==> config.mk <==
export PLATFORM = sky130hd
export DESIGN_NAME = smr_queue
export DESIGN_NICKNAME = d
export VERILOG_FILES = /design/src/hw/rtl/smr_pkg.sv /design/src/hw/rtl/smr_queue.sv
export SDC_FILE = /design/constraint.sdc
export NUM_CORES = 1
export LEC_CHECK = 0
export BUFFER_PORTS_ARGS = -buffer_cell sky130_fd_sc_hd__buf_2
export CORE_ASPECT_RATIO = 0.5
export CORE_UTILIZATION = 56
export CTS_CLUSTER_SIZE = 20
export DETAILED_ROUTE_END_ITERATION = 7
export PLACE_DENSITY = 0.9
export RECOVER_POWER = 25
export SYNTH_ARGS = -nofsm -noshare
export SYNTH_HDL_FRONTEND = slang
export SYNTH_SLANG_ARGS = --single-unit
==> constraint.sdc <==
create_clock -name clk -period 21.8 [get_ports clk]
set_input_delay 1.09 -clock clk [delete_from_list [all_inputs] [get_ports clk]]
set_output_delay 1.09 -clock clk [all_outputs]
set_load 0.02 [all_outputs]
==> src/hw/rtl/smr_pkg.sv <==
// types, codes and helper functions for the spin magnetisation reduction
// no dependencies
package smr_pkg;

	typedef enum logic [1:0] {
		MODE_NONE = 2'd0,
		MODE_COL  = 2'd1,
		MODE_NCOL = 2'd2,
		MODE_RSVD = 2'd3
	} spin_mode_t;

	localparam logic [2:0] REG_SPIN_MODE      = 3'd0;
	localparam logic [2:0] REG_CELL_VOLUME    = 3'd1;
	localparam logic [2:0] REG_GRID_TOTAL     = 3'd2;
	localparam logic [2:0] REG_ELECTRON_COUNT = 3'd3;
	localparam logic [2:0] REG_SEPARATE_FERMI = 3'd4;

	localparam int unsigned DIV_STEPS = 96;
	localparam logic signed [47:0] MAX48 = 48'sh7FFF_FFFF_FFFF;
	localparam logic signed [47:0] MIN48 = 48'sh8000_0000_0000;

	// one point's contribution to the four sums
	typedef struct packed {
		spin_mode_t         mode;
		logic               last;
		logic signed [32:0] add_x;
		logic signed [32:0] add_y;
		logic signed [32:0] add_z;
		logic signed [32:0] add_abs;
	} contrib_t;

	typedef enum logic [2:0] {
		F_IDLE, F_SQ, F_ADD, F_ROOT, F_PUSH
	} f_state_t;

	typedef enum logic [2:0] {
		B_ACC, B_MUL0, B_MUL1, B_DIV, B_STORE, B_DONE
	} b_state_t;

	// 64-bit sum plus 33-bit term, clamped at the 64-bit limits
	function automatic logic signed [63:0] sat_add(logic signed [63:0] s,
			logic signed [32:0] v);
		logic signed [64:0] t;
		t = {s[63], s} + {{32{v[32]}}, v};
		if (t[64] != t[63])
			sat_add = t[64] ? {1'b1, 63'd0} : {1'b0, {63{1'b1}}};
		else
			sat_add = t[63:0];
	endfunction

	// capped magnitude with sign restored, clamped to 48 bits
	function automatic logic signed [47:0] to_s48(logic neg, logic [48:0] q);
		if (neg)
			to_s48 = (q >= 49'h0_8000_0000_0000) ? MIN48 : -$signed(q[47:0]);
		else
			to_s48 = (q > 49'h0_7FFF_FFFF_FFFF) ? MAX48 : $signed(q[47:0]);
	endfunction

endpackage

==> src/hw/rtl/smr_queue.sv <==
// two-entry queue between front and back
// depends on smr_pkg
module smr_queue import smr_pkg::*; (
	input  logic     clk,
	input  logic     arst_n,
	input  logic     push,
	input  contrib_t wdata,
	input  logic     pop,
	output contrib_t rdata,
	output logic     full,
	output logic     empty
);

	contrib_t   mem_q [2];
	logic       wr_q, rd_q;
	logic [1:0] cnt_q;

	assign full  = (cnt_q == 2'd2);
	assign empty = (cnt_q == 2'd0);
	assign rdata = mem_q[rd_q];

	// pointers and fill count
	always_ff @(posedge clk or negedge arst_n) begin
		if (!arst_n) begin
			wr_q  <= 1'b0;
			rd_q  <= 1'b0;
			cnt_q <= 2'd0;
		end else begin
			if (push)
				wr_q <= ~wr_q;
			if (pop)
				rd_q <= ~rd_q;
			if (push && !pop)
				cnt_q <= cnt_q + 2'd1;
			else if (pop && !push)
				cnt_q <= cnt_q - 2'd1;
		end
	end

	// storage
	always_ff @(posedge clk) begin
		if (push)
			mem_q[wr_q] <= wdata;
	end

endmodule

; ---- Word level (Yosys, flattened, before mapping)
; Memories as Yosys holds them, arrays and structs flattened.
; Cells that the tools add are included.
; W data, S select, Z words.
[word_totals]
regBits = 4
ram_bits = 270
inputBits = 139
output_inout_bits = 137
wordCells = 19
memories = 1
[op_classes]
addsub = 2
eq_ne = 1
muxes = 4
bitwise_logic = 2
reduce_logical = 6
[memory_table]
columns = memory, words, width, rd, rd_clocked_by_memory_dff, wr, line
row1 = mem_q, 2, 135, 1, 0, 1, smr_queue.sv:14  ; contrib_t mem_q [2];
[ops]
columns = cell, count
row1 = $mux W2, 2
row2 = $add A2 B1 Y2 const B, 1
row3 = $eq A2 B2 Y1 const B, 1
row4 = $logic_and A1 B1 Y1, 2
row5 = $logic_not A1 Y1, 2
row6 = $logic_not A2 Y1, 1
row7 = $mux W1, 2
row8 = $not A1 Y1, 2
row9 = $reduce_bool A2 Y1, 1
row10 = $sub A2 B1 Y2 const B, 1

; ---- Longest topological paths before layout
; Gate-level depths: netlist of the first run.
[depth]
depth_word = 4
ltp_mapped = 5
depth_no_buf = 5

; ---- Worst setup path before layout of the first run
; OpenSTA, ideal clock, no wires.
[synth_path]
kind = input-to-reg
startpoint = in push
endpoint = mem mem_q[0][0] (netlist name) (enable)
setup_time_ns = 0.647
arrival_time_ns = 6.937
t_required_ns = 21.153
slack_ns = 14.216
stages = 1
path_buffers = 0
cell_sequence = nor2b_1
[synth_via]
elab_chain_len = 2
[synth_lines]
columns = item, line
row1 = start: declaration, smr_queue.sv:6  ; input logic push,
row2 = $mux W1, smr_queue.sv:42  ; if (push)
row3 = $mux W1 (implied by the code), smr_queue.sv:43  ; mem_q[wr_q] <= wdata;
row4 = end: declaration, smr_queue.sv:14
; Every way passes these cells.

==> flow_summary_export.csv, run 1 <==
group,metric,value,unit
status,status,"finished clean",
clock_network,cts_inserted_buffers,24,
layout,regArea,8210,µm²
timing,setup_viol,0,
drt,dr.first_iter.drc_count,268,
timing,skew,0.0134,ns
logic_synthesis,synth_area,10100,µm²
setup_path,end_kind,"output port",
timing,worst_pin_slew,1.01,ns
layout,fin_util,0.710,
logic_synthesis,synth_nets,576,
placed_design,dp_hpwl,12800,µm
layout,layout_commonest_cell,"edfxtp_1",
layout,final.fill_count,1085,
power,ir_drop,0.0763,mV
min_path,hold_path.class,"input port to asynchronous set/reset pin",
power,p_seq_frac,0.436,
clock_network,path_clk_slew,0.06,ns
clock_network,cts_tree,"yes",
setup_path,critPathLaunchType,"flop",
logic_synthesis,seq_area_frac_synth,0.815,
layout,area_growth,23.2,%
power,p_per_area,136,nW/µm²
placed_design,gp_congestion,0.880,
placed_design,numPortBuffers,275,
power,p_switching,534,µW
floorplan,fp-row-count,34,
power,p_int,1150,µW
clock_network,cts_max_path_buffers,3,
timing,relSlewSlack,0.327,
global_route,antenna_found_initial,4,
logic_synthesis,yosys_warnings,0,
clock_network,cts_resized,0,
drt,num_vias,5115,
floorplan,fp.dieW,192,µm
layout,drive_gt1_frac,0.573,
clock_network,h-tree-depth,1,
logic_synthesis,syn_inst,436,
setup_path,critPathKind,"flop to output port",
setup_path,crit_fanout,60,
layout,layout.nets,867,
layout,stdcell_area,12400,µm²
timing,rsz0062_at_grt,"no",
timing,tns,0,ns
floorplan,dieArea,18600,µm²
placed_design,dpl.cell_count,935,
setup_path,critPathRequiredTime,20.71,ns
floorplan,ioPinCount,276,
timing,drv_slew,0,
drt,ant_nets,0,
clock_network,clk_latency,0.51,ns
clock_network,cts.sinks,274,
setup_path,crit_arrival,3.37,ns
power,clockPowerShare,0.242,
global_route,grt_pass1_vias,5401,
floorplan,coreArea,17500,µm²
clock_network,cts_setup_buffers,0,
drt,drcViolationCount,0,
layout,final_cell_mix,"270 x edfxtp_1, 252 x buf_2, 95 x mux2_2",
clock_network,cts-root-buf,"clkbuf_16",
timing,min_period_over_period,0.204,
global_route,grt_max_degree,74,
timing,fmax,224,MHz
drt,drt-total-wl,19400,µm
global_route,grt_use_total,0.205,
global_route,overflow,0,
logic_synthesis,synth_cell_types,13,
power,switching_share,0.316,
floorplan,initial_core_util,0.576,
floorplan,die_y,96.9,µm
placed_design,placed_area,11700,µm²
timing,hold_violations,0,
timing,min_period,4.46,ns
clock_network,cts.hold.buffers_added,0,
flow_run,max_cap_violations,0,
logic_synthesis,synth.avg_cell_area,23.1,µm²
drt,wl_per_cell,19.8,µm
power,power.leakage,0.00474,µW
global_route,grt_pass1_wl,28800,µm
drt,drt_pass1_iterations,4,
layout,multiInputGateArea,1760,µm²
setup_path,rrSetupSlack,18.88,ns
logic_synthesis,ys_ff_latch,274,
power,power_frac_comb,0.322,
layout,layout.cells.non_filler,982,
drt,vias_per_cell,5.21,
## worst paths after layout
check,from,endpoint,depth (start not counted)
max,rd_q,rdata[22],4
min,arst_n,rd_q,1
max reg2reg,wr_q,mem_q[0][96],3
min reg2reg,cnt_q[1],cnt_q[1],1
max in group asynchronous,arst_n,rd_q,1
min in group clk,cnt_q[1],cnt_q[1],1
## flip-flops by register name (all words and copies together) (netlist names)
| register | cells |
|---|---|
| cnt_q | 2 |
| mem_q | 270 |
| wr_q | 1 |
| rd_q | 1 |
## routing by layer
layer	track usage	up-vias	part of all wire
li1	-	2320	-
met1	0.233	2562	0.37
met2	0.369	165	0.54
met3	0.0385	66	0.039
met4	0.100	2	0.048
met5	0	-	0.00062
## power groups by stage
stage                     logic [µW]  clock network (µW)  registers [µW]
after floorplan                  404                   0             745
final                            543                 409             736
after detailed placement         546                   0             748
after global routing             573                 436             745
after CTS                        549                 414             737
after global placement           535                   0             742
## cells in the mapped netlist
cell      instances  area [µm²]
and2_1            1        6.26
buf_2             9        45.0
buf_6             6        67.6
dfrtp_1           4         100
edfxtp_1        270        8110
ha_1              1        12.5
inv_1             1        3.75
mux2_2           95        1070
mux2_4           40         601
nor2_1            2        7.51
nor2b_1           2        12.5
xnor2_1           1        8.76
xor2_1            4        35.0
## area by class of cell
class | instances | area share
Tap cell | 234 | 0.0236
Multi-Input combinational cell | 146 | 0.142
Sequential cell | 274 | 0.661
Antenna cell | 4 | 0.000806
Clock inverter | 13 | 0.00876
Inverter | 1 | 0.000302
Clock buffer | 30 | 0.0519
Timing Repair Buffer | 280 | 0.112
## per-stage QoR
stage               hold slack, ns  total power, µW  setup slack, ns
floorplan                    0.455             1150            14.22
CTS                          0.376             1700            17.34
global placement             0.471             1280            17.96
global route                 0.418             1750            17.18
detailed placement           0.479             1290            17.88
finish                       0.420             1690            17.34
## critical path, cell delays in order, from the launching register on
cell and delay [ns]:
dfrtp_4 0.63, buf_4 0.74, buf_4 0.73, mux2_2 0.42
buf_2 0.16
## cells by family after synthesis
kind of cell | count (synthesis) | synth area share
DFF | 274 | 0.815
muxes | 135 | 0.166
buffers and inverters | 16 | 0.0115
xor gates and xnor gates | 5 | 0.00435
and+or+nand+nor | 5 | 0.00261
adders and majority gates | 1 | 0.00124
(Power assumes the default switching activity.)
==> inputs of run 2 (changes only) <==
--- a/config.mk
+++ b/config.mk
@@ -5,12 +5,13 @@
 export SDC_FILE = /design/constraint.sdc
 export NUM_CORES = 1
 export LEC_CHECK = 0
+export ABC_AREA = 1
 export BUFFER_PORTS_ARGS = -buffer_cell sky130_fd_sc_hd__buf_2
 export CORE_ASPECT_RATIO = 0.5
-export CORE_UTILIZATION = 56
+export CORE_UTILIZATION = 52
 export CTS_CLUSTER_SIZE = 20
 export DETAILED_ROUTE_END_ITERATION = 7
-export PLACE_DENSITY = 0.9
+export PLACE_DENSITY = 0.84
 export RECOVER_POWER = 25
 export SYNTH_ARGS = -nofsm -noshare
 export SYNTH_HDL_FRONTEND = slang
==> constraint.sdc (replaced) <==
create_clock -name clk -period 4.6 [get_ports clk]
set_input_delay 0.23 -clock clk [delete_from_list [all_inputs] [get_ports clk]]
set_output_delay 0.23 -clock clk [all_outputs]
set_load 0.02 [all_outputs]
==> flow_summary_export.csv, run 2 <==
group,metric,value,unit
setup_path,crit_family,"flip-flops",
logic_synthesis,yosys_warnings,0,
clock_network,cts_tree,"yes",
setup_path,critPathRequiredTime,4.37,ns
floorplan,coreArea,18700,µm²
setup_path,crit_start,"rd_q",
drt,drcViolationCount,0,
logic_synthesis,yosys.area.top_type,"edfxtp_1",
clock_network,path_clk_slew,0.06,ns
logic_synthesis,seq_area_frac_synth,0.813,
logic_synthesis,synth_area_leaders,"edfxtp_1 80%, mux2_2 11%, mux2_4 5.9%",
setup_path,worstReg2RegStart,"wr_q",
global_route,antenna_found_initial,1,
timing,rsz0062_at_grt,"no",
timing,hold_violations,0,
timing,fmax,340,MHz
power,p_seq_frac,0.442,
layout,regArea,8210,µm²
global_route,overflow,0,
status,status,"finished clean",
clock_network,h-tree-depth,1,
global_route,grt_pass1_vias,6198,
drt,num_vias,5779,
timing,setup_viol,0,
logic_synthesis,ys_ff_latch,274,
global_route,grt_max_degree,109,
power,power.leakage,0.00523,µW
layout,drive_gt1_frac,0.435,
setup_path,end_kind,"output port",
layout,area_growth,36.6,%
timing,worst_pin_slew,1.24,ns
power,p_switching,2650,µW
logic_synthesis,synth_edf_count,270,
logic_synthesis,synth_area,10100,µm²
global_route,grt_pass1_wl,33200,µm
timing,min_period_over_period,0.639,
layout,fin_util,0.738,
floorplan,fp.dieW,199,µm
layout,layout.nets,1016,
floorplan,dieArea,20000,µm²
layout,final_cell_mix,"270 x edfxtp_1, 210 x buf_2, 138 x dlygate4sd3_1",
clock_network,cts_inserted_buffers,24,
drt,dr.first_iter.drc_count,268,
setup_path,critPathKind,"flop to output port",
logic_synthesis,async_flop_share,0.0146,
min_path,hold_path.class,"input port to asynchronous set/reset pin",
layout,multiInputGateArea,1760,µm²
layout,layout_commonest_cell,"edfxtp_1",
timing,relSlewSlack,0.170,
placed_design,gp_congestion,0.777,
logic_synthesis,synth_cell_types,14,
logic_synthesis,synth_nets,585,
drt,wl_per_cell,19.5,µm
layout,final.fill_count,1116,
logic_synthesis,synth.avg_cell_area,22.7,µm²
clock_network,cts_resized,0,
power,p_per_area,587,nW/µm²
setup_path,critPathLaunchType,"flop",
floorplan,ioPinCount,276,
logic_synthesis,synth_common_cells,"270 x edfxtp_1, 95 x mux2_2, 40 x mux2_4",
power,switching_share,0.328,
setup_path,slowest_delay,1.09,ns
floorplan,initial_core_util,0.540,
layout,reg.largest.list,"mem_q: 270 flops, cnt_q: 2 flops",
clock_network,cts_max_path_buffers,3,
power,clockPowerShare,0.230,
power,power_frac_comb,0.328,
logic_synthesis,synthMostInstantiatedCell,"edfxtp_1",
placed_design,dpl.cell_count,971,
drt,drt_pass1_iterations,4,
global_route,grt_use_total,0.223,
clock_network,cts-root-buf,"clkbuf_16",
layout,layout.cells.non_filler,1158,
setup_path,slowest_stage,"dfrtp_4",
power,ir_drop,0.322,mV
logic_synthesis,ys.flop_type,"edfxtp_1",
timing,min_period,2.94,ns
layout,largest_reg_flops,270,
drt,drt-total-wl,22600,µm
floorplan,die_y,101,µm
clock_network,cts.sinks,274,
power,p_int,5440,µW
setup_path,cp_num_buf_inv,2,
timing,skew,0.00599,ns
placed_design,numPortBuffers,275,
setup_path,crit_arrival,2.71,ns
drt,vias_per_cell,4.99,
layout,regMostFlops,"mem_q",
timing,tns,0,ns
timing,drv_slew,0,
floorplan,fp-row-count,35,
setup_path,crit_fanout,69,
clock_network,clk_latency,0.50,ns
logic_synthesis,syn_inst,445,
logic_synthesis,synth_top_area_frac,0.803,
setup_path,path_cells,"buf_4 > mux2_2 > buf_2",
power,p_total,8100,µW
placed_design,dp_hpwl,12500,µm
flow_run,max_cap_violations,0,
drt,ant_nets,0,
-- run 2: stage by stage --
step / setup WS [ns] / hold slack [ns] / instance area [µm²]
floorplan: 0.219 / -0.0656 / 10100
global placement: 2.24 / 0.0370 / 11800
detailed placement: 2.18 / 0.0491 / 11800
CTS: 1.64 / 0.0719 / 13900
global route: 1.56 / 0.115 / 13800
finish: 1.66 / 0.108 / 13800
-- run 2: area by class of cell --
type                       count  area share
tap                          259      0.0235
multi-input combinational    149       0.127
antenna                        5    0.000907
clock inverter                16     0.00562
sequential                   274       0.595
clock buffer                  28      0.0462
inverter                       7     0.00227
timing repair buffer         420       0.199
-- run 2: power groups by stage --
stage                     clock (µW)  sequential (µW)  combinational, µW
after floorplan                    0             3500               1920
after global placement             0             3590               2500
after detailed placement           0             3620               2540
after CTS                       1880             3570               2650
after global routing            1990             3630               2790
final                           1860             3580               2660
-- run 2: final timing paths --
check / endpoint / slack (ns) / depth (start not counted)
worst max-delay path: rdata[72] / 1.66 / 3
worst min-delay path: rd_q / 0.11 / 2
worst max register to register: mem_q[0][129] / 2.33 / 2
worst min register to register: cnt_q[1] / 0.51 / 2
max in group asynchronous: rd_q / 4.26 / 2
min in group clk: mem_q[1][63] / 0.44 / 2
-- run 2: logic make-up (layout without fill, tap and decap cells) --
logic type                 Yosys count  after routing  share of synthesized area
xor gates and xnor gates             3              3                    0.00260
adders and majority gates            1              1                    0.00124
buffers and inverters               22            471                     0.0138
DFF                                274            274                      0.813
muxes                              135            135                      0.165
other                                0              5                          0
and+or+nand+nor                     10             10                    0.00409
-- run 2: layer usage --
layer	track usage	part of all wire	vias to the layer above
met5	0	0	-
met4	0.0899	0.035	0
met3	0.0432	0.040	55
met2	0.422	0.55	189
met1	0.248	0.37	2901
li1	-	-	2634
-- run 2: repair_timing --
item,4_1_cts,5_1_grt
hold buffers,138,0
endpoints found under the hold margin,276,0
setup buffers,0,0
==> inputs of run 3 (changes only) <==
--- a/config.mk
+++ b/config.mk
@@ -8,10 +8,10 @@
 export ABC_AREA = 1
 export BUFFER_PORTS_ARGS = -buffer_cell sky130_fd_sc_hd__buf_2
 export CORE_ASPECT_RATIO = 0.5
-export CORE_UTILIZATION = 52
+export CORE_UTILIZATION = 47
 export CTS_CLUSTER_SIZE = 20
 export DETAILED_ROUTE_END_ITERATION = 7
-export PLACE_DENSITY = 0.84
+export PLACE_DENSITY = 0.81
 export RECOVER_POWER = 25
 export SYNTH_ARGS = -nofsm -noshare
 export SYNTH_HDL_FRONTEND = slang
==> constraint.sdc (replaced) <==
create_clock -name clk -period 2.5 [get_ports clk]
set_input_delay 0.125 -clock clk [delete_from_list [all_inputs] [get_ports clk]]
set_output_delay 0.125 -clock clk [all_outputs]
set_load 0.02 [all_outputs]
==> flow_summary_export.csv, run 3 (same netlist as run 2, synthesis figures left out) <==
group,metric,value,unit
status,status,"finished clean",
power,p_switching,4990,µW
layout,regMostFlops,"mem_q",
timing,rsz0062_at_grt,"no",
timing,min_period_over_period,0.942,
timing,fin_ws,0.146,ns
power,p_int,10400,µW
layout,layout_commonest_cell,"edfxtp_1",
power,ir_drop,0.667,mV
clock_network,cts-root-buf,"clkbuf_16",
floorplan,dieArea,22100,µm²
layout,layout.nets,1022,
min_path,hold_path.class,"input port to flop",
clock_network,h-tree-depth,1,
timing,min_period,2.35,ns
clock_network,path_clk_slew,0.07,ns
drt,drt-total-wl,22800,µm
layout,final.fill_count,1378,
power,p_seq_frac,0.419,
drt,drcViolationCount,0,
global_route,overflow,0,
setup_path,end_kind,"output port",
drt,ant_nets,0,
placed_design,placed_area,11900,µm²
layout,stdcell_area,14000,µm²
timing,fmax,425,MHz
layout,final_cell_mix,"270 x edfxtp_1, 213 x buf_2, 139 x dlygate4sd3_1",
power,power.leakage,0.00532,µW
layout,reg.largest.list,"mem_q: 270 flops, cnt_q: 2 flops",
global_route,grt_pass1_vias,6143,
floorplan,ioPinCount,276,
layout,largest_reg_flops,270,
timing,drv_slew,0,
floorplan,fp.dieW,209,µm
setup_path,crit_arrival,2.23,ns
floorplan,fp-row-count,37,
clock_network,cts_max_path_buffers,3,
setup_path,critPathLaunchType,"flop",
clock_network,cts_tree,"yes",
power,power_frac_comb,0.333,
clock_network,cts.sinks,274,
drt,drt_pass1_iterations,5,
timing,hold_violations,0,
global_route,grt_max_degree,85,
placed_design,dp_hpwl,13300,µm
layout,multiInputGateArea,1760,µm²
power,switching_share,0.324,
setup_path,crit_fanout,33,
global_route,antenna_found_initial,3,
power,clockPowerShare,0.248,
placed_design,gp_congestion,0.752,
placed_design,pre_cts_slack,0.722,ns
setup_path,critPathKind,"flop to output port",
clock_network,cts_inserted_buffers,24,
flow_run,max_cap_violations,0,
clock_network,clk_latency,0.53,ns
floorplan,coreArea,20800,µm²
layout,drive_gt1_frac,0.449,
clock_network,cts_resized,0,
timing,relSlewSlack,0.639,
timing,skew,0.0132,ns
timing,setup_viol,0,
global_route,grt_pass1_wl,33600,µm
setup_path,critPathRequiredTime,2.38,ns
drt,num_vias,5803,
drt,wl_per_cell,19.4,µm
power,p_per_area,1100,nW/µm²
placed_design,numPortBuffers,275,
drt,vias_per_cell,4.93,
global_route,grt_use_total,0.204,
floorplan,die_y,106,µm
layout,area_growth,38.7,%
floorplan,initial_core_util,0.486,
drt,dr.first_iter.drc_count,262,
timing,worst_pin_slew,0.542,ns
layout,regArea,8210,µm²
==> run 3: power groups by stage <==
stage	registers (µW)	clock network [µW]	logic, µW
finish	6450	3820	5140
global route	6520	4070	5380
CTS	6440	3880	5150
detailed placement	6540	0	4940
global placement	6470	0	4880
floorplan	6390	0	3540
==> run 3: through the flow <==
| stage | utilization | std cells | setup TNS [ns] | power [µW] | hold WS [ns] |
|---|---|---|---|---|---|
| after floorplan | - | 445 | -98.02 | 9920 | -0.171 |
| after global placement | 0.571 | 990 | 0 | 11300 | -0.0617 |
| after detailed placement | 0.571 | 990 | 0 | 11500 | -0.0563 |
| after CTS | 0.677 | 1173 | 0 | 15500 | 0.292 |
| after global routing | 0.674 | 1176 | 0 | 16000 | 0.305 |
| final | 0.674 | 1176 | 0 | 15400 | 0.316 |
==> run 3: what timing repair did <==
item                                   in CTS  in global routing
endpoints found under the hold margin     276                  0
setup buffers                               0                  0
setup endpoints to repair                   0                  0
hold buffers                              139                  0
==> run 3: layout make-up <==
cell class,instances,area share
Clock inverter,18,0.0131
Antenna cell,3,0.000536
Sequential cell,274,0.586
Tap cell,273,0.0244
Multi-Input combinational cell,149,0.126
Timing Repair Buffer,426,0.203
Inverter,7,0.00214
Clock buffer,26,0.0449
==> run 3: worst paths after layout <==
check | start | end | slack (ns) | cells past startpoint
hold / removal | wdata[125] | mem_q[1][125] | 0.32 | 2
setup / recovery | rd_q | rdata[31] | 0.15 | 3
setup reg to reg | wr_q | mem_q[1][106] | 0.84 | 3
min in group asynchronous | arst_n | wr_q | 0.53 | 3
hold reg to reg | cnt_q[1] | cnt_q[1] | 0.53 | 2
max in group asynchronous | arst_n | rd_q | 1.77 | 3
==> run 3: routing by layer <==
| layer | track usage | part of all wire | wire length, µm |
|---|---|---|---|
| met1 | 0.221 | 0.37 | 8480 |
| met2 | 0.384 | 0.55 | 12400 |
| met3 | 0.0396 | 0.035 | 808 |
| met4 | 0.104 | 0.046 | 1060 |
| met5 | 0 | 0 | 0 |
==> run 3: worst max-delay path, cell delays in order (launching register included) <==
cell	delay [ns]
dfrtp_4	0.77
buf_4	0.36
mux2_2	0.39
buf_2	0.17
